`src/tobl_notional.sv`:
```
module tobl_notional (
	input  logic        clk,
	input  logic [39:0] price,
	input  logic [31:0] qty,
	input  logic [62:0] max_notional,
	output logic        over
);
	// Split product into two 20x32 partial products, registered.
	logic [51:0] lo_s1, hi_s1;
	logic [62:0] lim_s1;

	always_ff @(posedge clk) begin
		lo_s1  <= {32'd0, price[19:0]} * {20'd0, qty};
		hi_s1  <= {32'd0, price[39:20]} * {20'd0, qty};
		lim_s1 <= max_notional;
	end

	logic [72:0] prod;
	assign prod = {21'd0, lo_s1} + {1'b0, hi_s1, 20'd0};
	assign over = (prod > {10'd0, lim_s1});
endmodule

```
`config.mk`:
```
export PLATFORM = sky130hd
export DESIGN_NAME = tobl_notional
export DESIGN_NICKNAME = d
export VERILOG_FILES = /design/src/tobl_notional.sv
export SDC_FILE = /design/constraint.sdc
export NUM_CORES = 2
export LEC_CHECK = 0
export BUFFER_PORTS_ARGS = -buffer_cell sky130_fd_sc_hd__buf_2
export CORE_AREA = 3 3 351 353
export DETAILED_ROUTE_END_ITERATION = 10
export DIE_AREA = 0 0 354 356
export PLACE_DENSITY_LB_ADDON = 0.2
export SYNTH_ARGS = -nofsm -noshare
export SYNTH_HDL_FRONTEND = slang
export SYNTH_SLANG_ARGS = --single-unit
```
`constraint.sdc`:
```
create_clock -name clk -period 7.3 [get_ports clk]
set_clock_uncertainty 0.1 [all_clocks]
set_input_delay 1.095 -clock clk [delete_from_list [all_inputs] [get_ports clk]]
set_output_delay 1.095 -clock clk [all_outputs]
set_load 0.01 [all_outputs]
```
Yosys cells after proc, flatten, opt, wreduce, memory -nomap -nowiden

Index checks and enable logic that the tools add are counted.

Bitwise operators: 0
Equal/unequal tests: 0
Multiply operators: 2
Divide/modulo/power cells: 0
Order comparisons: 1
Shift operators: 0
Mux-type cells: 0
Add/sub/neg operators: 1
Reductions and logical operators: 0

Operators with widths:

| cell                                                       | number |
|---|---|
| 20-bit by 32-bit multiplier with 52-bit output             | 2 |
| 52-bit by 72-bit adder with 73-bit output                  | 1 |
| 73-bit by 63-bit greater-than comparator with 1-bit output | 1 |

Bits of input ports: 136
Logic and storage cells: 7
Memory bits (read-only): 0
Bits in registers: 167
Bits in latches: 0
Output and inout bits: 1
Bits in writable memories: 0
Memories: 0

Logic depth before layout (Yosys ltp)

Word-level depth: 2
Depth in mapped cells: 28

Worst setup path after synthesis

No wires, ideal clock.

Path kind: input port to flip-flop
Start point: in price[31]
End point: reg hi_s1[44]
Data required time: 7.120 ns
Setup time: 0.080 ns
Path buffers: 2
Setup slack: -0.621 ns
Data arrival time: 7.741 ns
Stages on the path: 26
Cell sequence: clkbuf_1 > nand2_1 > fa_1 > inv_1 > fa_1 > inv_1 > fa_1 > inv_1 > fa_1 > fa_1 > fa_1 > inv_1 > fa_1 > inv_1 > ha_1 > buf_2 > nand4_1 > nor3_1 > a311o_1 > a221o_1 > a22oi_2 > o21ai_2 > a221o_1 > a21oi_2 > mux2_1 > nor3b_1

Word-level cells in the longest chain between the ends: 1

RTL lines:

| item                                           | line | source |
|---|---|---|
| start: declaration                             | 3    | `input logic [39:0] price,` |
| 20-bit by 32-bit multiplier with 52-bit output | 14   | `hi_s1 <= {32'd0, price[39:20]} * {20'd0, qty};` |
| end signal: assignment                         | 14   |  |
| end: declaration                               | 9    | `logic [51:0] lo_s1, hi_s1;` |

Every way passes these cells.

Worst setup path after layout

Start point: in qty[11]
End point: reg lo_s1[49]

Word-level cells in the longest chain between the ends: 1

RTL lines:

| item                                           | line | source |
|---|---|---|
| start: declaration                             | 4    | `input logic [31:0] qty,` |
| 20-bit by 32-bit multiplier with 52-bit output | 13   | `lo_s1 <= {32'd0, price[19:0]} * {20'd0, qty};` |
| end signal: assignment                         | 13   |  |
| end: declaration                               | 9    |  |

Every way passes these cells.

==> summary.md <==
| Metric | Value |
|---|---|
| Gr usage total | 0.230 |
| Largest family of logic cells by synthesized area | adder cells |
| Core footprint | 120,000 µm² |
| Top FF cell, synth | dfxtp_1 |
| Via density | 4.90 |
| Xor/xnor cell area share of the yosys netlist | 0.0255 |
| Sequential area share after synthesis | 0.0696 |
| Max Cap Viol | 0 |
| Setup TNS Final | -0.203 ns |
| Final Hold Vio Count | 0 |
| Vias in the first global route | 40,300 |
| H-tree levels | 4 |
| Final setup viols | 4 |
| Family with the most delay on the worst path | adder cells |
| Detailed Routing Iterations Pass 1 | 5 |
| I/O Buffers | 136 |
| Mux contribution to synthesized area | 0.000859 |
| Buf/Inv on CP | 10 |
| Syn_area_per_cell | 8.88 µm² |
| Detail Route met2 WL | 71,300 µm |
| Met3 routed WL | 5300 µm |
| Syn Inst Count | 5,415 |
| # rows | 127 |
| Final period util | 1.01 |
| Top Layer Used | met5 |
| Compound-cell area share of the yosys netlist | 0.0619 |
| Crit-path most repeated cell | fa_1 |
| Die ar. | 126,000 µm² |
| Outcome | complete, but fails checks |
| CP Capture Type | flip-flop |
| Final ANT Viol Nets | 0 |
| Setup crit start kind | input port |
| Footprint of the multi-input gates | 40,200 µm² |
| Io pins | 137 |
| Deepest clock path buffer count | 2 |
| First-pass GRT wire length | 226,000 µm |
| Yosys warning count | 0 |
| Tightest Pin Transition | 0.735 ns |
| Post-Synth Adder-Cell Area | 0.556 |
| Placer Congestion | 0.874 |
| Post-Synth Simple-Gate Area | 0.167 |
| Total CTS buffers | 17 |
| Netlist cell types | 69 |
| Post-route setup slack | -0.0862 ns |
| Drt first-iter violations | 1,739 |
| EDFF count, synth | 0 |
| Wire per inst | 18.7 µm |
| M1 wire length | 60,800 µm |
| Layout cells sized above 1 | 0.173 |
| Register area | 3340 µm² |
| Highest-delay cell along the critical path | fa_1 |
| CTS clk-pin slew, worst paths | 0.09 ns |
| Worst hold-check path type | input port to flip-flop |
| Total number of vias | 36,900 |
| # DRC | 0 |
| Initial core utilization | 0.400 |
| Die Width | 354 µm |
| Max_slew headroom | 0.510 |
| Initial antenna violation count | 3 |
| TritonCTS clock tree | done |
| Nets | 7,534 |
| Area after DPL | 54,700 µm² |
| WL final | 141,000 µm |
| Post-Syn Area | 48,100 µm² |
| RSZ-0062 raised after global routing | yes |
| Seq cells post-synth | 167 |
| Overflow after GRT | 0 |
| WP data required | 7.62 ns |
| Fmax | 0.135 GHz |
| Final slew viol count | 0 |
| Largest net degree at the start of global routing | 33 |
| CP Max Fanout | 7 |
| DP HPWL | 122,000 µm |
| Arrival time of the worst setup path | 7.71 ns |
| Die height | 356 µm |
| Post-layout min period | 7.39 ns |
| Final design area excluding fillers | 57,300 µm² |
| Failing checks | negative setup slack |
| Syn nets | 7,043 |
| Kind of critical path | input port to flip-flop |
| Clk sinks | 167 |
| Area grow syn2layout | 19.2% |
| Async set-reset flop share out of synthesis | 0 |
| Fillers | 11,600 |
| CP max stage delay | 0.54 ns |
| Root buffer cell | clkbuf_16 |
cell families after synthesis:
logic type | after synthesis
flops | 167
xor+xnor | 140
compound gates | 447
simple gates | 1646
fa+ha+maj | 1492
mux | 4
buf+inv | 1519
metal layers:
metal,vias to the layer above,global-route usage
li1,17000,-
met1,19100,0.302
met2,647,0.406
met3,148,0.0228
met4,2,0.0597
met5,-,0
what timing repair did:
action,4_1_cts,5_1_grt
cloned,3,1
gates resized for setup,148,243
pin swaps,92,162
setup endpoints to repair,44,49
buffers inserted,21,24
hold buffers,0,0
placed cells by master (no fill, tap or decap), types with 51 or more instances in the layout:
master / synthesis / final
inv_1: 1240 / 1215
fa_1: 1073 / 1038
nand2_1: 800 / 788
and2_1: 574 / 549
buf_4: 0 / 529
ha_1: 419 / 390
dfxtp_1: 167 / 167
a21oi_1: 132 / 105
a21o_1: 93 / 93
buf_2: 2 / 93
nor2_1: 82 / 81
xnor2_1: 86 / 81
buf_6: 2 / 56
xor2_1: 54 / 51
cell usage after synthesis (3+ instances only):
cell type | instances | area, µm²
inv_1 | 1240 | 4650
fa_1 | 1073 | 21500
nand2_1 | 800 | 3000
and2_1 | 574 | 3590
ha_1 | 419 | 5240
clkbuf_1 | 275 | 1030
dfxtp_1 | 167 | 3340
a21oi_1 | 132 | 661
a21o_1 | 93 | 698
xnor2_1 | 86 | 753
nor2_1 | 82 | 308
o21ai_0 | 61 | 305
xor2_1 | 54 | 473
nand3_1 | 43 | 215
nand4_1 | 34 | 213
nor3_1 | 24 | 120
a211oi_1 | 23 | 173
a31oi_1 | 22 | 138
and3_1 | 20 | 125
o21bai_1 | 19 | 143
nor2b_1 | 18 | 113
o21a_1 | 16 | 120
nand2b_1 | 15 | 93.8
o211ai_1 | 13 | 97.6
nor4_1 | 11 | 68.8
a211o_1 | 8 | 70.1
and4_1 | 7 | 61.3
o31ai_1 | 6 | 45.0
or3_1 | 6 | 37.5
or2_2 | 5 | 31.3
a221o_1 | 4 | 40.0
o21ai_1 | 4 | 20.0
o31a_1 | 4 | 35.0
a2111oi_0 | 3 | 26.3
a21oi_2 | 3 | 26.3
a221oi_1 | 3 | 26.3
a31oi_2 | 3 | 37.5
a41oi_1 | 3 | 26.3
mux2i_1 | 3 | 30.0
nor3b_1 | 3 | 22.5
o311a_1 | 3 | 30.0
sequential cells by signal (all words and copies together) (netlist names):
name,count
hi_s1,52
lo_s1,52
lim_s1,63
final timing paths:
kind                             start  slack [ns]  cells past startpoint                 end
worst min-delay path  max_notional[55]        0.59                      1  lim_s1[55]$_DFF_P_
worst max-delay path           qty[11]       -0.09                     29   lo_s1[49]$_DFF_P_
stage by stage:
step           std cells  hold slack, ns   util  setup slack, ns
2_1_floorplan       5415            1.02      -           -0.374
3_3_place_gp        7461            1.10  0.455           -0.865
3_5_place_dp        7461            1.10  0.455           -0.922
4_1_cts             7515           0.554  0.468           -0.145
5_1_grt             7531           0.558  0.477           -0.284
6_report            7536           0.589  0.477          -0.0862
final cells by class:
| type | instances | share of cell area |
|---|---|---|
| antenna | 5 | 0.000218 |
| clock inverter | 15 | 0.00360 |
| clock buffer | 17 | 0.00742 |
| timing repair buffer | 751 | 0.112 |
| tap | 1612 | 0.0352 |
| inverter | 1240 | 0.0812 |
| sequential | 167 | 0.0583 |
| multi-input combinational | 3729 | 0.702 |
Power is left out: the tool's default activity adds up to more than one toggle a clock period on the data nets, which glitch-free logic cannot reach.
