## src/tobl_pkg.sv

```systemverilog
package tobl_pkg;

	localparam int NUM_INSTR = 32;

	localparam logic [2:0] ST_ACCEPT    = 3'd0;
	localparam logic [2:0] ST_NOTIONAL  = 3'd1;
	localparam logic [2:0] ST_TICK      = 3'd2;
	localparam logic [2:0] ST_FULL      = 3'd3;
	localparam logic [2:0] ST_NODATA    = 3'd4;
	localparam logic [2:0] ST_MALFORMED = 3'd5;

	localparam logic [31:0] CNT_MAX = 32'hFFFF_FFFF;

	// Inverse of an odd number modulo 2^40 by Newton iteration.
	function automatic logic [39:0] odd_inv40(input logic [39:0] d);
		logic [39:0] x;
		x = d;
		for (int k = 0; k < 5; k++)
			x = x * (40'd2 - d * x);
		return x;
	endfunction

	// A 40-bit value is a multiple of d when value * inv(d) stays at or below LIM.
	localparam logic [39:0] INV25  = odd_inv40(40'd25);
	localparam logic [39:0] INV125 = odd_inv40(40'd125);
	localparam logic [39:0] LIM25  = 40'hFF_FFFF_FFFF / 40'd25;
	localparam logic [39:0] LIM125 = 40'hFF_FFFF_FFFF / 40'd125;

	// Book state held by one cell.
	typedef struct packed {
		logic        used;
		logic [63:0] code;
		logic        has_bid;
		logic        has_ask;
		logic [39:0] bid_best;
		logic [39:0] ask_best;
		logic [31:0] bid_cnt;
		logic [31:0] ask_cnt;
	} entry_t;

	// Row update broadcast to every cell.
	typedef struct packed {
		logic        upd;
		logic        alloc;
		logic [63:0] code;
		logic        sell;
		logic        nz;
		logic [39:0] price;
	} row_cmd_t;

	function automatic logic [2:0] status_rank(input logic [2:0] s);
		unique case (s)
			ST_NOTIONAL:  status_rank = 3'd1;
			ST_TICK:      status_rank = 3'd2;
			ST_FULL:      status_rank = 3'd3;
			ST_MALFORMED: status_rank = 3'd4;
			default:      status_rank = 3'd0;
		endcase
	endfunction

endpackage

```

## src/tobl_cell.sv

```systemverilog
module tobl_cell (
	input  logic               clk,
	input  logic               arst_n,
	input  tobl_pkg::row_cmd_t cmd,
	input  logic               shl,
	input  tobl_pkg::entry_t   lft,
	input  tobl_pkg::entry_t   rgt,
	input  logic               lft_gt,
	output tobl_pkg::entry_t   ent,
	output logic               hit,
	output logic               gt
);
	import tobl_pkg::*;

	entry_t ent_q;
	logic   used_q;
	logic   ins;

	assign ent = '{used: used_q, code: ent_q.code, has_bid: ent_q.has_bid,
		has_ask: ent_q.has_ask, bid_best: ent_q.bid_best, ask_best: ent_q.ask_best,
		bid_cnt: ent_q.bid_cnt, ask_cnt: ent_q.ask_cnt};
	assign hit = used_q && (ent_q.code == cmd.code);
	// Cells at or past the insert point of the row's code.
	assign gt  = !used_q || (ent_q.code > cmd.code);
	assign ins = cmd.upd && cmd.alloc;

	// Valid bit: shift left during report, shift right or set on insert.
	always_ff @(posedge clk or negedge arst_n) begin
		if (!arst_n) begin
			used_q <= 1'b0;
		end else if (shl) begin
			used_q <= rgt.used;
		end else if (ins && lft_gt) begin
			used_q <= lft.used;
		end else if (ins && gt) begin
			used_q <= 1'b1;
		end
	end

	// Payload: take a neighbor's word, insert a new code, or update best and counts.
	always_ff @(posedge clk) begin
		priority if (shl) begin
			ent_q <= rgt;
		end else if (ins && lft_gt) begin
			ent_q <= lft;
		end else if (ins && gt) begin
			ent_q.code     <= cmd.code;
			ent_q.has_bid  <= cmd.nz && !cmd.sell;
			ent_q.has_ask  <= cmd.nz && cmd.sell;
			ent_q.bid_best <= (cmd.nz && !cmd.sell) ? cmd.price : 40'd0;
			ent_q.ask_best <= (cmd.nz && cmd.sell) ? cmd.price : 40'd0;
			ent_q.bid_cnt  <= {31'd0, cmd.nz && !cmd.sell};
			ent_q.ask_cnt  <= {31'd0, cmd.nz && cmd.sell};
		end else if (cmd.upd && !cmd.alloc && hit) begin
			if (cmd.nz && !cmd.sell) begin
				if (ent_q.bid_cnt != CNT_MAX) ent_q.bid_cnt <= ent_q.bid_cnt + 32'd1;
				if (!ent_q.has_bid || cmd.price > ent_q.bid_best) begin
					ent_q.bid_best <= cmd.price;
					ent_q.has_bid  <= 1'b1;
				end
			end else if (cmd.nz) begin
				if (ent_q.ask_cnt != CNT_MAX) ent_q.ask_cnt <= ent_q.ask_cnt + 32'd1;
				if (!ent_q.has_ask || cmd.price < ent_q.ask_best) begin
					ent_q.ask_best <= cmd.price;
					ent_q.has_ask  <= 1'b1;
				end
			end
		end
	end
endmodule

```

## config.mk

```make
export PLATFORM = sky130hd
export DESIGN_NAME = tobl_cell
export DESIGN_NICKNAME = d
export VERILOG_FILES = /design/src/tobl_pkg.sv /design/src/tobl_cell.sv
export SDC_FILE = /design/constraint.sdc
export NUM_CORES = 1
export LEC_CHECK = 0
export ABC_AREA = 1
export BUFFER_PORTS_ARGS = -buffer_cell sky130_fd_sc_hd__clkbuf_2
export CAP_MARGIN = 10
export CORE_AREA = 2 2 289 291
export CTS_CLUSTER_SIZE = 10
export DETAILED_ROUTE_END_ITERATION = 8
export DIE_AREA = 0 0 291 293
export MAX_ROUTING_LAYER = met4
export PLACE_DENSITY = 0.38
export SLEW_MARGIN = 40
export SYNTH_ARGS = -nofsm -noshare
export SYNTH_HDL_FRONTEND = slang
export SYNTH_SLANG_ARGS = --single-unit
```

## constraint.sdc

```tcl
create_clock -name clk -period 5.8 [get_ports clk]
set_clock_uncertainty 0.1 [all_clocks]
set_input_delay 0.87 -clock clk [delete_from_list [all_inputs] [get_ports clk]]
set_output_delay 0.87 -clock clk [all_outputs]
set_load 0.005 [all_outputs]
```

Word level (Yosys, flattened, before mapping)
Index checks and enable logic that the tools add are counted.

Muxes and demuxes: 25. Divide/modulo/power cells: 0. $lt $le $gt $ge: 3. Multipliers: 0. Eq/ne operators: 4. Reductions and logical operators: 28. Shifts and indexed selects: 0. Bitwise operators: 0. Add/subtract/negate cells: 2.

Operators by type and width (count): 2-to-1 mux 210 bit (2); 2-to-1 mux 146 bit (2); 2-to-1 mux 40 bit (7); 2-to-1 mux 32 bit (5); adder 32 x 1 -> 32 bit, second input constant (2); == test 64 bit (1); > comparator 64 bit (1); 2-to-1 mux 64 bit (1); inequality test 32 bit, second input constant (2); > comparator 40 bit (1); less-than comparator 40 bit (1); nonzero test 4 bit (7); logical AND 1 bit (8); 2-to-1 mux 1 bit (8); AND reduction 4 bit (2); AND reduction 3 bit (2); zero test 1 bit (5); inequality test 4 bit, second input constant (1); logical OR 1 bit (3); nonzero test 3 bit (1).

Bits in latches: 0. Bits in read-only memories: 0. Word-level logic and storage cells: 70. Output and inout port bits: 213. Bits in writable memories: 0. Memories: 0. Flip-flop bits (word level): 211.

Depth between registers and ports, before layout
Gate-level depths: netlist (run 1).

Depth after elaboration: 9. Depth in mapped cells: 20. Mapped depth without buffers: 19.

Least setup slack after synthesis (run 1)
OpenSTA, ideal clock, no wires.

Path kind: input to register. From: input cmd[85] in the netlist's numbering. To: register ent_q, in the netlist ent[32] (enable). Arrival time: 4.421 ns. Slack: 0.813 ns. Stages on the path: 14. Buffers on the path: 0. Path through: inv_1 > ha_1 > nand2_1 > inv_2 > nand3_2 > nor3_2 > nand3_1 > nor3_2 > nand3_2 > nor2_1 > nand2_1 > nor2_1 > inv_1 > o21ai_0.

Cells in the longest elaborated chain, start to end: 5. Elaborated cells between the ends (all ways): 10. Classes of those cells: order compare: 1; eq/ne: 1; reduce/logical: 8.

RTL lines: start, declared (RTL line tobl_cell.sv:4) `input tobl_pkg::row_cmd_t cmd,`; > comparator 64 bit or == test 64 bit (tied branches) (RTL line tobl_cell.sv:24, tobl_cell.sv:22); logical OR 1 bit or logical AND 1 bit (tied branches) (RTL line tobl_cell.sv:24, tobl_cell.sv:22); logical AND 1 bit (on tied branches) (RTL line tobl_cell.sv:46, tobl_cell.sv:54); nonzero test 4 bit (no source line); AND reduction 3 bit (no source line) *; end signal, assigned (RTL line tobl_cell.sv:43) `ent_q <= rgt;`; end signal, assigned (RTL line tobl_cell.sv:45) `ent_q <= lft;`; end, declared (RTL line tobl_cell.sv:15) `entry_t ent_q;`.

Mark *: on every way between the ends. The rest lies on a longest branch, timed or not. A chain may end at the register's enable or synchronous reset.

Worst setup path in the final report (run 1)
From: register ent_q, in the netlist ent[199]. To: output hit.

Cells in the longest elaborated chain, start to end: 2.

RTL lines: == test 64 bit (RTL line tobl_cell.sv:22) `assign hit = used_q && (ent_q.code == cmd.code);`; logical AND 1 bit (RTL line tobl_cell.sv:22); end, declared (RTL line tobl_cell.sv:10) `output logic hit,`.

No other way between the ends.

==> impl_metrics.sql, run 1 <==
INSERT INTO impl_metrics (metric_group, metric, value, unit) VALUES
('status', 'run_status', 'finished, final reports clean', ''),
('cells_and_area', 'multi_input_gate_area', '8630', 'um^2'),
('grt', 'global_route.usage.total', '0.205', ''),
('timing', 'final-max-slew-violation-count', '0', ''),
('die', 'floorplan.die.height', '293', 'um'),
('place', 'place.detailed.instances', '3890', ''),
('place', 'finalWeightedCongestion', '0.950', ''),
('clocking', 'path_clk_slew', '0.06', 'ns'),
('cells_and_area', 'regArea', '6330', 'um^2'),
('cells_and_area', 'final_cell_mix', 'sky130_fd_sc_hd__clkbuf_2, sky130_fd_sc_hd__a21oi_1, sky130_fd_sc_hd__nand2_1, sky130_fd_sc_hd__nor2_1, sky130_fd_sc_hd__inv_1', ''),
('clocking', 'cts_sinks', '211', ''),
('critical_path', 'crit_required', '4.83', 'ns'),
('cells_and_area', 'layout.cell_area.non_filler', '22300', 'um^2'),
('grt', 'first_global_vias', '19000', ''),
('timing', 'highest_clock_rate', '244', 'MHz'),
('critical_path', 'critical_path.endpoint_type', 'output port', ''),
('clocking', 'clock_path_buffers', '3', ''),
('critical_path', 'worstPathMaxFanout', '3', ''),
('flow_run', 'max-cap-violations', '0', ''),
('die', 'die_width', '291', 'um'),
('cells_and_area', 'final_cell_count_no_fill', '3955', ''),
('place', 'portBuffers', '746', ''),
('logic_synthesis', 'synthAdderAreaFrac', '0.110', ''),
('timing', 'tightest_hold_margin', '0.484', 'ns'),
('grt', 'globalRouteOverflowTotal', '0', ''),
('route', 'route.antenna.remaining_nets', '0', ''),
('cells_and_area', 'number_of_nets_in_the_layout', '3533', ''),
('clocking', 'root_buffer', 'sky130_fd_sc_hd__clkbuf_16', ''),
('timing', 'max_slew_margin', '0.445', ''),
('logic_synthesis', 'synth_cell_types', '43', ''),
('grt', 'grt_pass1_wl', '128', 'mm'),
('timing', 'setup-tns-final', '0', 'ns'),
('cells_and_area', 'final.fill_count', '9192', ''),
('logic_synthesis', 'combinational_family_with_the_most_area_after_synthesis', 'simple AND/OR/NAND/NOR gates', ''),
('critical_path', 'worst-endpoint-arrival', '3.13', 'ns'),
('timing', 'rsz0062_at_grt', 'no', ''),
('clocking', 'clk-insertion-delay-late', '0.61', 'ns'),
('timing', 'final_critical_path_setup_slack', '1.70', 'ns'),
('logic_synthesis', 'combined_area_of_all_synthesized_cells', '16400', 'um^2'),
('route', 'postRouteWirelength', '88.1', 'mm'),
('clocking', 'cts_resized', '0', ''),
('clocking', 'cts_tree', 'yes', ''),
('grt', 'grt_start_max_net_pins', '151', ''),
('die', 'core.rowCount', '105', ''),
('die', 'die_area', '85300', 'um^2'),
('route', 'route.detailed.wl_per_inst', '22.3', 'um'),
('timing', 'period_minus_slack', '4.10', 'ns'),
('clocking', 'htreeDepth', '1', ''),
('timing', 'final_min_period_over_clock_period', '0.707', ''),
('logic_synthesis', 'syn_area_per_cell', '7.61', 'um^2'),
('route', 'vias', '18200', ''),
('logic_synthesis', 'yosys-mux-area-fraction', '0', ''),
('critical_path', 'worst_setup_sp_type', 'flip-flop', ''),
('critical_path', 'crit_path_max_incr_delay', '0.65', 'ns'),
('min_path', 'min_path_type', 'primary input to flip-flop', ''),
('grt', 'number_of_antenna_violations_at_the_first_check_in_global_routing', '11', ''),
('logic_synthesis', 'yosys.area_share.xor_xnor', '0.0213', ''),
('cells_and_area', 'layout_commonest_cell', 'sky130_fd_sc_hd__clkbuf_2', ''),
('power_and_ir_drop', 'totalPowerFinal', '5.46', 'mW'),
('power_and_ir_drop', 'vdd_ir_drop_max', '0.000240', 'V'),
('route', 'route.detailed.vias_per_inst', '4.59', ''),
('power_and_ir_drop', 'power.leakage', '11.1', 'nW'),
('place', 'hpwl', '70.3', 'mm'),
('die', 'initial_core_util', '0.201', ''),
('critical_path', 'critical-path-slowest-cell', 'sky130_fd_sc_hd__nor4b_1', ''),
('die', 'io_pins', '747', ''),
('die', 'core_area', '81800', 'um^2'),
('logic_synthesis', 'syn_nets', '2838', ''),
('logic_synthesis', 'synth.ff_latch_count', '211', ''),
('route', 'drtIter0Drc', '1002', ''),
('logic_synthesis', 'syn_inst_count', '2159', '');
[where the power goes]
group	leakage, nW	internal [mW]	switching (mW)	total [mW]
Combinational	8.56	0.564	0.896	1.46
Sequential	2.08	1.91	0.173	2.08
Clock	0.476	1.14	0.776	1.92
[critical path: cells and delay by family (launching register included)]
family,cells,cell delay [ns]
adders and majority gates,1,0.33
and+or+nand+nor,6,1.46
DFF,1,0.44
buffers and inverters,1,0.28
[flip-flops by register name, summed over array words and instances, names as in the netlist]
signal / cells
used_q: 1
ent: 210
[layout make-up]
cell class	instances	area share
multi-input combinational	1567	0.387
sequential	211	0.284
inverter	278	0.0478
clock inverter	17	0.00830
timing repair buffer	765	0.177
tap	1070	0.0600
clock buffer	38	0.0359
antenna	9	0.00101
[worst paths after layout]
kind / start / endpoint / slack [ns] / cells past startpoint
min: rgt[182] / ent[182]$_DFFE_PP_ / 0.48 / 3
max in group asynchronous: arst_n / used_q$_DFFE_PN0P_ / 4.98 / 2
min in group asynchronous: arst_n / used_q$_DFFE_PN0P_ / 0.53 / 2
max reg2reg: ent[199]$_DFFE_PP_ / ent[150]$_DFFE_PP_ / 1.85 / 15
max: ent[199]$_DFFE_PP_ / hit / 1.70 / 8
min reg2reg: used_q$_DFFE_PN0P_ / used_q$_DFFE_PN0P_ / 0.66 / 4
[logic make-up after synthesis]
logic type	Yosys count
XOR/XNOR	40
AO/OA/AOI/OAI	517
AND/OR/NAND/NOR	865
flip-flops	211
buffers and inverters	381
adder cells (fa/ha/maj)	145
[synthesized netlist by cell type, drive strengths merged]
| cell type | number | area share |
|---|---|---|
| xor2 | 23 | 0.012 |
| nor4b | 2 | 0.0011 |
| and3 | 1 | 0.00038 |
| a21oi | 483 | 0.15 |
| nor4 | 10 | 0.0047 |
| edfxtp | 210 | 0.38 |
| nand3 | 129 | 0.041 |
| buf | 35 | 0.011 |
| and2 | 1 | 0.00038 |
| o22ai | 1 | 0.00038 |
| xnor2 | 17 | 0.0091 |
| nor2 | 285 | 0.068 |
| a21o | 2 | 0.00091 |
| inv | 275 | 0.063 |
| nand3b | 3 | 0.0021 |
| clkbuf | 68 | 0.016 |
| o211ai | 5 | 0.0023 |
| o21a | 3 | 0.0014 |
| dfrtp | 1 | 0.0015 |
| nor3 | 41 | 0.015 |
| or2 | 1 | 0.00038 |
| clkinv | 3 | 0.00069 |
| a211oi | 2 | 0.00091 |
| o21ai | 18 | 0.0055 |
| a31o | 1 | 0.00053 |
| a31oi | 2 | 0.00076 |
| nand2 | 342 | 0.079 |
| ha | 145 | 0.11 |
| nand4 | 50 | 0.020 |
[per-layer routing]
metal / share of wire / global-route usage
met3: 0.053 / 0.0328
met4: 0.020 / 0.0471
met1: 0.43 / 0.248
met2: 0.50 / 0.358
met5: 0 / -
[timing repair]
| action | 4_1_cts | 5_1_grt |
|---|---|---|
| endpoints found under the setup margin | 0 | 0 |
| hold endpoints to repair | 1 | 0 |
| hold buffers | 1 | 0 |
No activity file was read; power rests on OpenSTA's default activity.
==> run 2, diff against run 1 <==
- CORE_AREA: 2 2 289 291 -> 2 2 287 289
- DIE_AREA: 0 0 291 293 -> 0 0 289 291
- PLACE_DENSITY: 0.38 -> 0.39
- clock period: 5.8 -> 3.3 ns (I/O delays scaled with it)
==> impl_metrics.sql, run 2 (synthesis gave the netlist of run 1 again) <==
INSERT INTO impl_metrics (metric_group, metric, value, unit) VALUES
('die', 'die_area', '84100', 'um^2'),
('clocking', 'path_clk_slew', '0.05', 'ns'),
('route', 'drtIter0Drc', '973', ''),
('timing', 'period_minus_slack', '3.17', 'ns'),
('clocking', 'cts_made_buffers', '30', ''),
('cells_and_area', 'final_cell_mix', 'sky130_fd_sc_hd__clkbuf_2, sky130_fd_sc_hd__a21oi_1, sky130_fd_sc_hd__nand2_1, sky130_fd_sc_hd__inv_1, sky130_fd_sc_hd__nor2_1', ''),
('route', 'postRouteWirelength', '85.0', 'mm'),
('cells_and_area', 'post_route_cells_drive_above_1_share', '0.318', ''),
('critical_path', 'crit_required', '2.70', 'ns'),
('die', 'core_area', '81200', 'um^2'),
('cells_and_area', 'layout.cell_area.non_filler', '23100', 'um^2'),
('min_path', 'hold_path.startpoint', 'rgt[50]', ''),
('place', 'finalWeightedCongestion', '0.947', ''),
('clocking', 'root_buffer', 'sky130_fd_sc_hd__clkbuf_16', ''),
('place', 'hpwl', '68.8', 'mm'),
('power_and_ir_drop', 'share_seq_of_total_power', '0.378', ''),
('power_and_ir_drop', 'power.switching', '3.21', 'mW'),
('timing', 'highest_clock_rate', '315', 'MHz'),
('min_path', 'min_path_type', 'primary input to flip-flop', ''),
('critical_path', 'critical_path.endpoint_type', 'output port', ''),
('die', 'floorplan.die.height', '291', 'um'),
('critical_path', 'worst-endpoint-arrival', '2.58', 'ns'),
('timing', 'final_count_of_negative_setup_slack_endpoints', '0', ''),
('die', 'die_width', '289', 'um'),
('place', 'portBuffers', '746', ''),
('cells_and_area', 'finish.utilization', '0.285', ''),
('grt', 'number_of_antenna_violations_at_the_first_check_in_global_routing', '9', ''),
('critical_path', 'crit_buf_inv', '1', ''),
('clocking', 'clk-insertion-delay-late', '0.59', 'ns'),
('critical_path', 'crit_family', 'simple AND/OR/NAND/NOR gates', ''),
('route', 'route.detailed.wl_per_inst', '21.2', 'um'),
('power_and_ir_drop', 'power.density_cell_area', '415', 'nW/um^2'),
('power_and_ir_drop', 'vdd_ir_drop_max', '0.000382', 'V'),
('grt', 'first_global_vias', '18500', ''),
('critical_path', 'critical-path-slowest-cell', 'sky130_fd_sc_hd__edfxtp_1', ''),
('critical_path', 'worstPathMaxFanout', '4', ''),
('min_path', 'hold_end', 'ent[50]$_DFFE_PP_', ''),
('route', 'route.detailed.vias_per_inst', '4.49', ''),
('critical_path', 'r2r_setup_slack', '0.27', 'ns'),
('grt', 'globalRouteOverflowTotal', '0', ''),
('route', 'detail_route.drc_violations', '0', ''),
('critical_path', 'crit_path_max_incr_delay', '0.42', 'ns'),
('flow_run', 'max-cap-violations', '0', ''),
('grt', 'global_route.usage.total', '0.199', ''),
('power_and_ir_drop', 'power.leakage', '11.5', 'nW'),
('clocking', 'cts_tree', 'yes', ''),
('die', 'core.rowCount', '105', ''),
('route', 'route.antenna.remaining_nets', '0', ''),
('power_and_ir_drop', 'sw_frac_of_total', '0.335', ''),
('status', 'run_status', 'finished, final reports clean', ''),
('cells_and_area', 'number_of_nets_in_the_layout', '3596', ''),
('clocking', 'htreeDepth', '1', ''),
('power_and_ir_drop', 'totalPowerFinal', '9.59', 'mW'),
('cells_and_area', 'final.fill_count', '9096', ''),
('timing', 'final_min_period_over_clock_period', '0.962', ''),
('critical_path', 'r2r-end', 'ent[41]$_DFFE_PP_', ''),
('cells_and_area', 'layout_commonest_cell', 'sky130_fd_sc_hd__clkbuf_2', ''),
('place', 'place.detailed.instances', '3950', ''),
('timing', 'final_critical_path_setup_slack', '0.127', 'ns'),
('power_and_ir_drop', 'p_int', '6.38', 'mW'),
('die', 'io_pins', '747', ''),
('critical_path', 'worst_setup_sp_type', 'flip-flop', ''),
('timing', 'final-hold-violation-count', '0', ''),
('critical_path', 'cp_cell_sequence', 'ha_1 > nand2_1 > nor3_2 > nand3_1 > nor3_4 > nand3_4 > and2_1 > clkbuf_8', ''),
('clocking', 'clock_path_buffers', '3', ''),
('timing', 'timing_worst_slew_pin_value', '0.793', 'ns'),
('route', 'first_pass_iters', '5', ''),
('place', 'placed_area', '22000', 'um^2'),
('power_and_ir_drop', 'logic_gate_share_of_total_power', '0.282', ''),
('cells_and_area', 'final_cell_count_no_fill', '4018', ''),
('critical_path', 'r2r.worst_path.cells', '12', ''),
('timing', 'rsz0062_at_grt', 'yes', ''),
('min_path', 'whs_path_depth', '3', ''),
('critical_path', 'worstReg2RegStart', 'ent[191]$_DFFE_PP_', ''),
('clocking', 'cts_sinks', '211', ''),
('grt', 'grt_pass1_wl', '121', 'mm'),
('place', 'dp_slack', '-0.0550', 'ns'),
('power_and_ir_drop', 'clock_power_share', '0.340', ''),
('cells_and_area', 'area.growth.synth_to_final', '40.9', '%'),
('route', 'vias', '18100', ''),
('critical_path', 'crit_type', 'flip-flop to output port', ''),
('grt', 'grt_start_max_net_pins', '87', ''),
('cells_and_area', 'number_of_flip_flops_in_the_largest_register', '210', ''),
('timing', 'max_slew_margin', '0.471', ''),
('die', 'initial_core_util', '0.202', ''),
('timing', 'final-max-slew-violation-count', '0', '');
## run 2: cell count changes in the layout (fill, tap and decap cells not counted), sizes merged
cell	delta
buf	+63
bufinv	-1
clkbuf	+3
clkinv	-1
diode	+1
inv	-2
## run 2: cell type report
| cell class | instances | area, um^2 | share of cell area |
|---|---|---|---|
| multi-input cells | 1567 | 8790 | 0.380 |
| clock inverters | 13 | 133 | 0.00573 |
| diodes | 10 | 25.0 | 0.00108 |
| clock buffers | 40 | 810 | 0.0350 |
| repair buffers | 829 | 4640 | 0.201 |
| flip-flops and latches | 211 | 6330 | 0.274 |
| inverters | 278 | 1060 | 0.0458 |
| well taps | 1070 | 1340 | 0.0579 |
## run 2: worst max-delay path by stage
stage                  startpoint                  to  slack (ns)  cells after the start
2_1_floorplan             cmd[97]  ent[100]$_DFFE_PP_        0.02                     17
3_3_place_gp              cmd[57]   ent[15]$_DFFE_PP_       -0.04                     14
3_5_place_dp             cmd[101]   ent[14]$_DFFE_PP_       -0.06                     14
4_1_cts        ent[156]$_DFFE_PP_                  gt        0.02                      8
5_1_grt        ent[189]$_DFFE_PP_                  gt       -0.02                     10
6_report       ent[191]$_DFFE_PP_                  gt        0.13                      8
## run 2: per-layer routing
metal / GRT usage / vias up / share of wire
met3: 0.0317 / 116 / 0.063
met1: 0.242 / 8436 / 0.42
met5: - / - / 0
met4: 0.0596 / 0 / 0.030
met2: 0.338 / 623 / 0.49
li1: - / 8878 / -
## run 2: stage by stage
| step | TNS [ns] | hold WS, ns |
|---|---|---|
| after floorplan | 0 | 0.0994 |
| after global placement | -1.35 | 0.171 |
| after detailed placement | -2.05 | 0.174 |
| after CTS | 0 | 0.0733 |
| after global routing | -0.0235 | 0.0946 |
| final | 0 | 0.124 |
## run 2: repair_timing
action,4_1_cts,5_1_grt
hold endpoints to repair,1,0
pin swaps,4,4
hold buffers,1,0
resized for setup,14,14
buffers inserted,3,2
setup endpoints to repair,2,66
## run 2: power groups by stage
stage / combinational (mW) / clock, mW / sequential, mW
after floorplan: 1.28 / 0 / 3.62
after global placement: 2.73 / 0 / 3.69
after detailed placement: 2.71 / 0 / 3.68
after CTS: 2.74 / 3.37 / 3.63
after global routing: 3.05 / 3.45 / 3.67
final: 2.70 / 3.26 / 3.63
## run 2: tightest hold or removal path, stage by stage
cell	delay [ns]
sky130_fd_sc_hd__clkbuf_2	0.08
sky130_fd_sc_hd__nor2_1	0.04
sky130_fd_sc_hd__a21oi_2	0.08
==> run 3, diff against run 2 <==
==> constraint.sdc (replaced) <==
create_clock -name clk -period 3.3 [get_ports clk]
set_clock_uncertainty 0.1 [all_clocks]
set_input_delay 0.165 -clock clk [delete_from_list [all_inputs] [get_ports clk]]
set_output_delay 0.165 -clock clk [all_outputs]
set_load 0.005 [all_outputs]
==> impl_metrics.sql, run 3 (synthesis gave the netlist of run 1 again) <==
INSERT INTO impl_metrics (metric_group, metric, value, unit) VALUES
('route', 'postRouteWirelength', '87.4', 'mm'),
('power_and_ir_drop', 'p_int', '6.71', 'mW'),
('power_and_ir_drop', 'share_seq_of_total_power', '0.360', ''),
('cells_and_area', 'final.fill_count', '8830', ''),
('grt', 'grt_start_max_net_pins', '130', ''),
('min_path', 'min_path_type', 'primary input to flip-flop', ''),
('place', 'finalWeightedCongestion', '0.891', ''),
('critical_path', 'worstPathMaxFanout', '11', ''),
('clocking', 'cts_tree', 'yes', ''),
('timing', 'period_minus_slack', '3.17', 'ns'),
('critical_path', 'critical-path-slowest-cell', 'sky130_fd_sc_hd__dlygate4sd3_1', ''),
('timing', 'final-max-slew-violation-count', '0', ''),
('power_and_ir_drop', 'sw_frac_of_total', '0.333', ''),
('clocking', 'clock_path_buffers', '3', ''),
('route', 'route.antenna.remaining_nets', '0', ''),
('clocking', 'htreeDepth', '1', ''),
('place', 'portBuffers', '746', ''),
('route', 'first_pass_iters', '5', ''),
('clocking', 'path_clk_slew', '0.06', 'ns'),
('cells_and_area', 'final_cell_mix', 'sky130_fd_sc_hd__clkbuf_2, sky130_fd_sc_hd__a21oi_1, sky130_fd_sc_hd__dlygate4sd3_1, sky130_fd_sc_hd__nand2_1, sky130_fd_sc_hd__inv_1', ''),
('grt', 'number_of_antenna_violations_at_the_first_check_in_global_routing', '8', ''),
('grt', 'first_global_vias', '20300', ''),
('clocking', 'clk-insertion-delay-late', '0.60', 'ns'),
('cells_and_area', 'layout_commonest_cell', 'sky130_fd_sc_hd__clkbuf_2', ''),
('die', 'initial_core_util', '0.202', ''),
('timing', 'setup-tns-final', '0', 'ns'),
('clocking', 'cts_made_buffers', '30', ''),
('cells_and_area', 'number_of_nets_in_the_layout', '4020', ''),
('grt', 'global_route.usage.total', '0.202', ''),
('timing', 'timing_worst_slew_pin_value', '0.775', 'ns'),
('power_and_ir_drop', 'power.leakage', '13.2', 'nW'),
('cells_and_area', 'finish.utilization', '0.338', ''),
('clocking', 'cts_sinks', '211', ''),
('grt', 'globalRouteOverflowTotal', '0', ''),
('timing', 'final_min_period_over_clock_period', '0.961', ''),
('die', 'io_pins', '747', ''),
('power_and_ir_drop', 'clock_power_share', '0.320', ''),
('flow_run', 'max-cap-violations', '0', ''),
('die', 'die_area', '84100', 'um^2'),
('critical_path', 'critical_path.endpoint_type', 'flip-flop', ''),
('place', 'hpwl', '66.6', 'mm'),
('timing', 'tightest_hold_margin', '0.0232', 'ns'),
('timing', 'final-hold-violation-count', '0', ''),
('route', 'route.detailed.wl_per_inst', '19.6', 'um'),
('place', 'dp_slack', '0.104', 'ns'),
('die', 'core.rowCount', '105', ''),
('critical_path', 'cp_cell_sequence', 'ha_1 > nand2_1 > nor2_2 > nand3_2 > nor2_4 > nand3_4 > nor2_4 > nand2_2 > nand4_4 > nand4_4 > buf_12 > buf_12 > nand3_1 > a21oi_1 > dlygate4sd3_1', ''),
('power_and_ir_drop', 'vdd_ir_drop_max', '0.000410', 'V'),
('die', 'floorplan.die.height', '291', 'um'),
('power_and_ir_drop', 'power.switching', '3.35', 'mW'),
('power_and_ir_drop', 'power.density_cell_area', '367', 'nW/um^2'),
('status', 'run_status', 'finished, final reports clean', ''),
('route', 'route.detailed.vias_per_inst', '4.45', ''),
('cells_and_area', 'number_of_flip_flops_in_the_largest_register', '210', ''),
('power_and_ir_drop', 'totalPowerFinal', '10.1', 'mW'),
('route', 'vias', '19800', ''),
('route', 'detail_route.drc_violations', '0', ''),
('critical_path', 'worst_setup_sp_type', 'flip-flop', ''),
('critical_path', 'crit_required', '3.53', 'ns'),
('timing', 'max_slew_margin', '0.484', ''),
('critical_path', 'crit_type', 'flip-flop to flip-flop', ''),
('grt', 'grt_pass1_wl', '124', 'mm'),
('die', 'core_area', '81200', 'um^2'),
('route', 'drtIter0Drc', '949', ''),
('power_and_ir_drop', 'logic_gate_share_of_total_power', '0.321', ''),
('timing', 'rsz0062_at_grt', 'yes', ''),
('cells_and_area', 'post_route_cells_drive_above_1_share', '0.270', ''),
('die', 'die_width', '289', 'um'),
('clocking', 'root_buffer', 'sky130_fd_sc_hd__clkbuf_16', ''),
('critical_path', 'worst-endpoint-arrival', '3.40', 'ns'),
('cells_and_area', 'area.growth.synth_to_final', '67.0', '%'),
('critical_path', 'crit_path_max_incr_delay', '0.58', 'ns'),
('timing', 'final_critical_path_setup_slack', '0.129', 'ns'),
('timing', 'final_count_of_negative_setup_slack_endpoints', '0', ''),
('timing', 'highest_clock_rate', '315', 'MHz');
-- run 3: changes by cell type in the layout (fill, tap and decap cells not counted), moves of 3 or more --
| cell | before | now |
|---|---|---|
| sky130_fd_sc_hd__buf_4 | 60 | 31 |
| sky130_fd_sc_hd__dlygate4sd3_1 | 1 | 455 |
| sky130_fd_sc_hd__buf_12 | 21 | 16 |
| sky130_fd_sc_hd__nor2_1 | 268 | 265 |
-- run 3: final timing paths --
| check | cells after the start | endpoint | slack, ns | start |
|---|---|---|---|---|
| setup reg to reg | 15 | ent[99]$_DFFE_PP_ | 0.13 | ent[203]$_DFFE_PP_ |
| max in group asynchronous | 3 | used_q$_DFFE_PN0P_ | 2.67 | arst_n |
| setup / recovery | 15 | ent[99]$_DFFE_PP_ | 0.13 | ent[203]$_DFFE_PP_ |
| min in group asynchronous | 3 | used_q$_DFFE_PN0P_ | 0.33 | arst_n |
| hold reg to reg | 4 | used_q$_DFFE_PN0P_ | 0.58 | used_q$_DFFE_PN0P_ |
| hold / removal | 3 | ent[142]$_DFFE_PP_ | 0.02 | cmd[38] |
-- run 3: worst max-delay path, delay by kind of cell, from the launching register on --
kind | cells | cell delay, ns
AO/OA/AOI/OAI | 1 | 0.08
AND/OR/NAND/NOR | 10 | 1.08
buffers and inverters | 3 | 0.90
flip-flops | 1 | 0.40
adder cells (fa/ha/maj) | 1 | 0.31
-- run 3: layer usage --
layer  vias up  share of wire  GRT usage
met2       652           0.48      0.343
li1       9739              -          -
met5         -              0          -
met3       151          0.060     0.0368
met1      9238           0.42      0.234
met4         0          0.041     0.0778
-- run 3: power by group through the flow --
| stage | registers [mW] | logic (mW) | clock network, mW |
|---|---|---|---|
| 3_5_place_dp | 3.67 | 2.67 | 0 |
| 2_1_floorplan | 3.62 | 1.28 | 0 |
| 3_3_place_gp | 3.66 | 2.70 | 0 |
| 4_1_cts | 3.62 | 3.20 | 3.33 |
| 5_1_grt | 3.65 | 3.59 | 3.41 |
| 6_report | 3.61 | 3.23 | 3.21 |
-- run 3: final cells by class --
cell class | instances | area, um^2 | share of cell area
multi-input combinational | 1567 | 8780 | 0.320
timing repair buffer | 1253 | 8930 | 0.326
inverter | 278 | 1060 | 0.0387
antenna | 11 | 27.5 | 0.00100
clock buffer | 40 | 810 | 0.0295
tap | 1070 | 1340 | 0.0488
clock inverter | 16 | 130 | 0.00475
sequential | 211 | 6330 | 0.231
-- run 3: per-stage QoR --
step	instances	instance area (um^2)
final	4446	27400
after global routing	4443	27400
after CTS	4426	27100
after detailed placement	3916	21600
after global placement	3916	21600
after floorplan	2159	16400
-- run 3: repair_timing --
action / in CTS / in global routing
gates resized for setup: 0 / 35
setup buffers: 0 / 4
endpoints found under the hold margin: 212 / 2
hold buffers: 454 / 2
setup endpoints to repair: 0 / 164
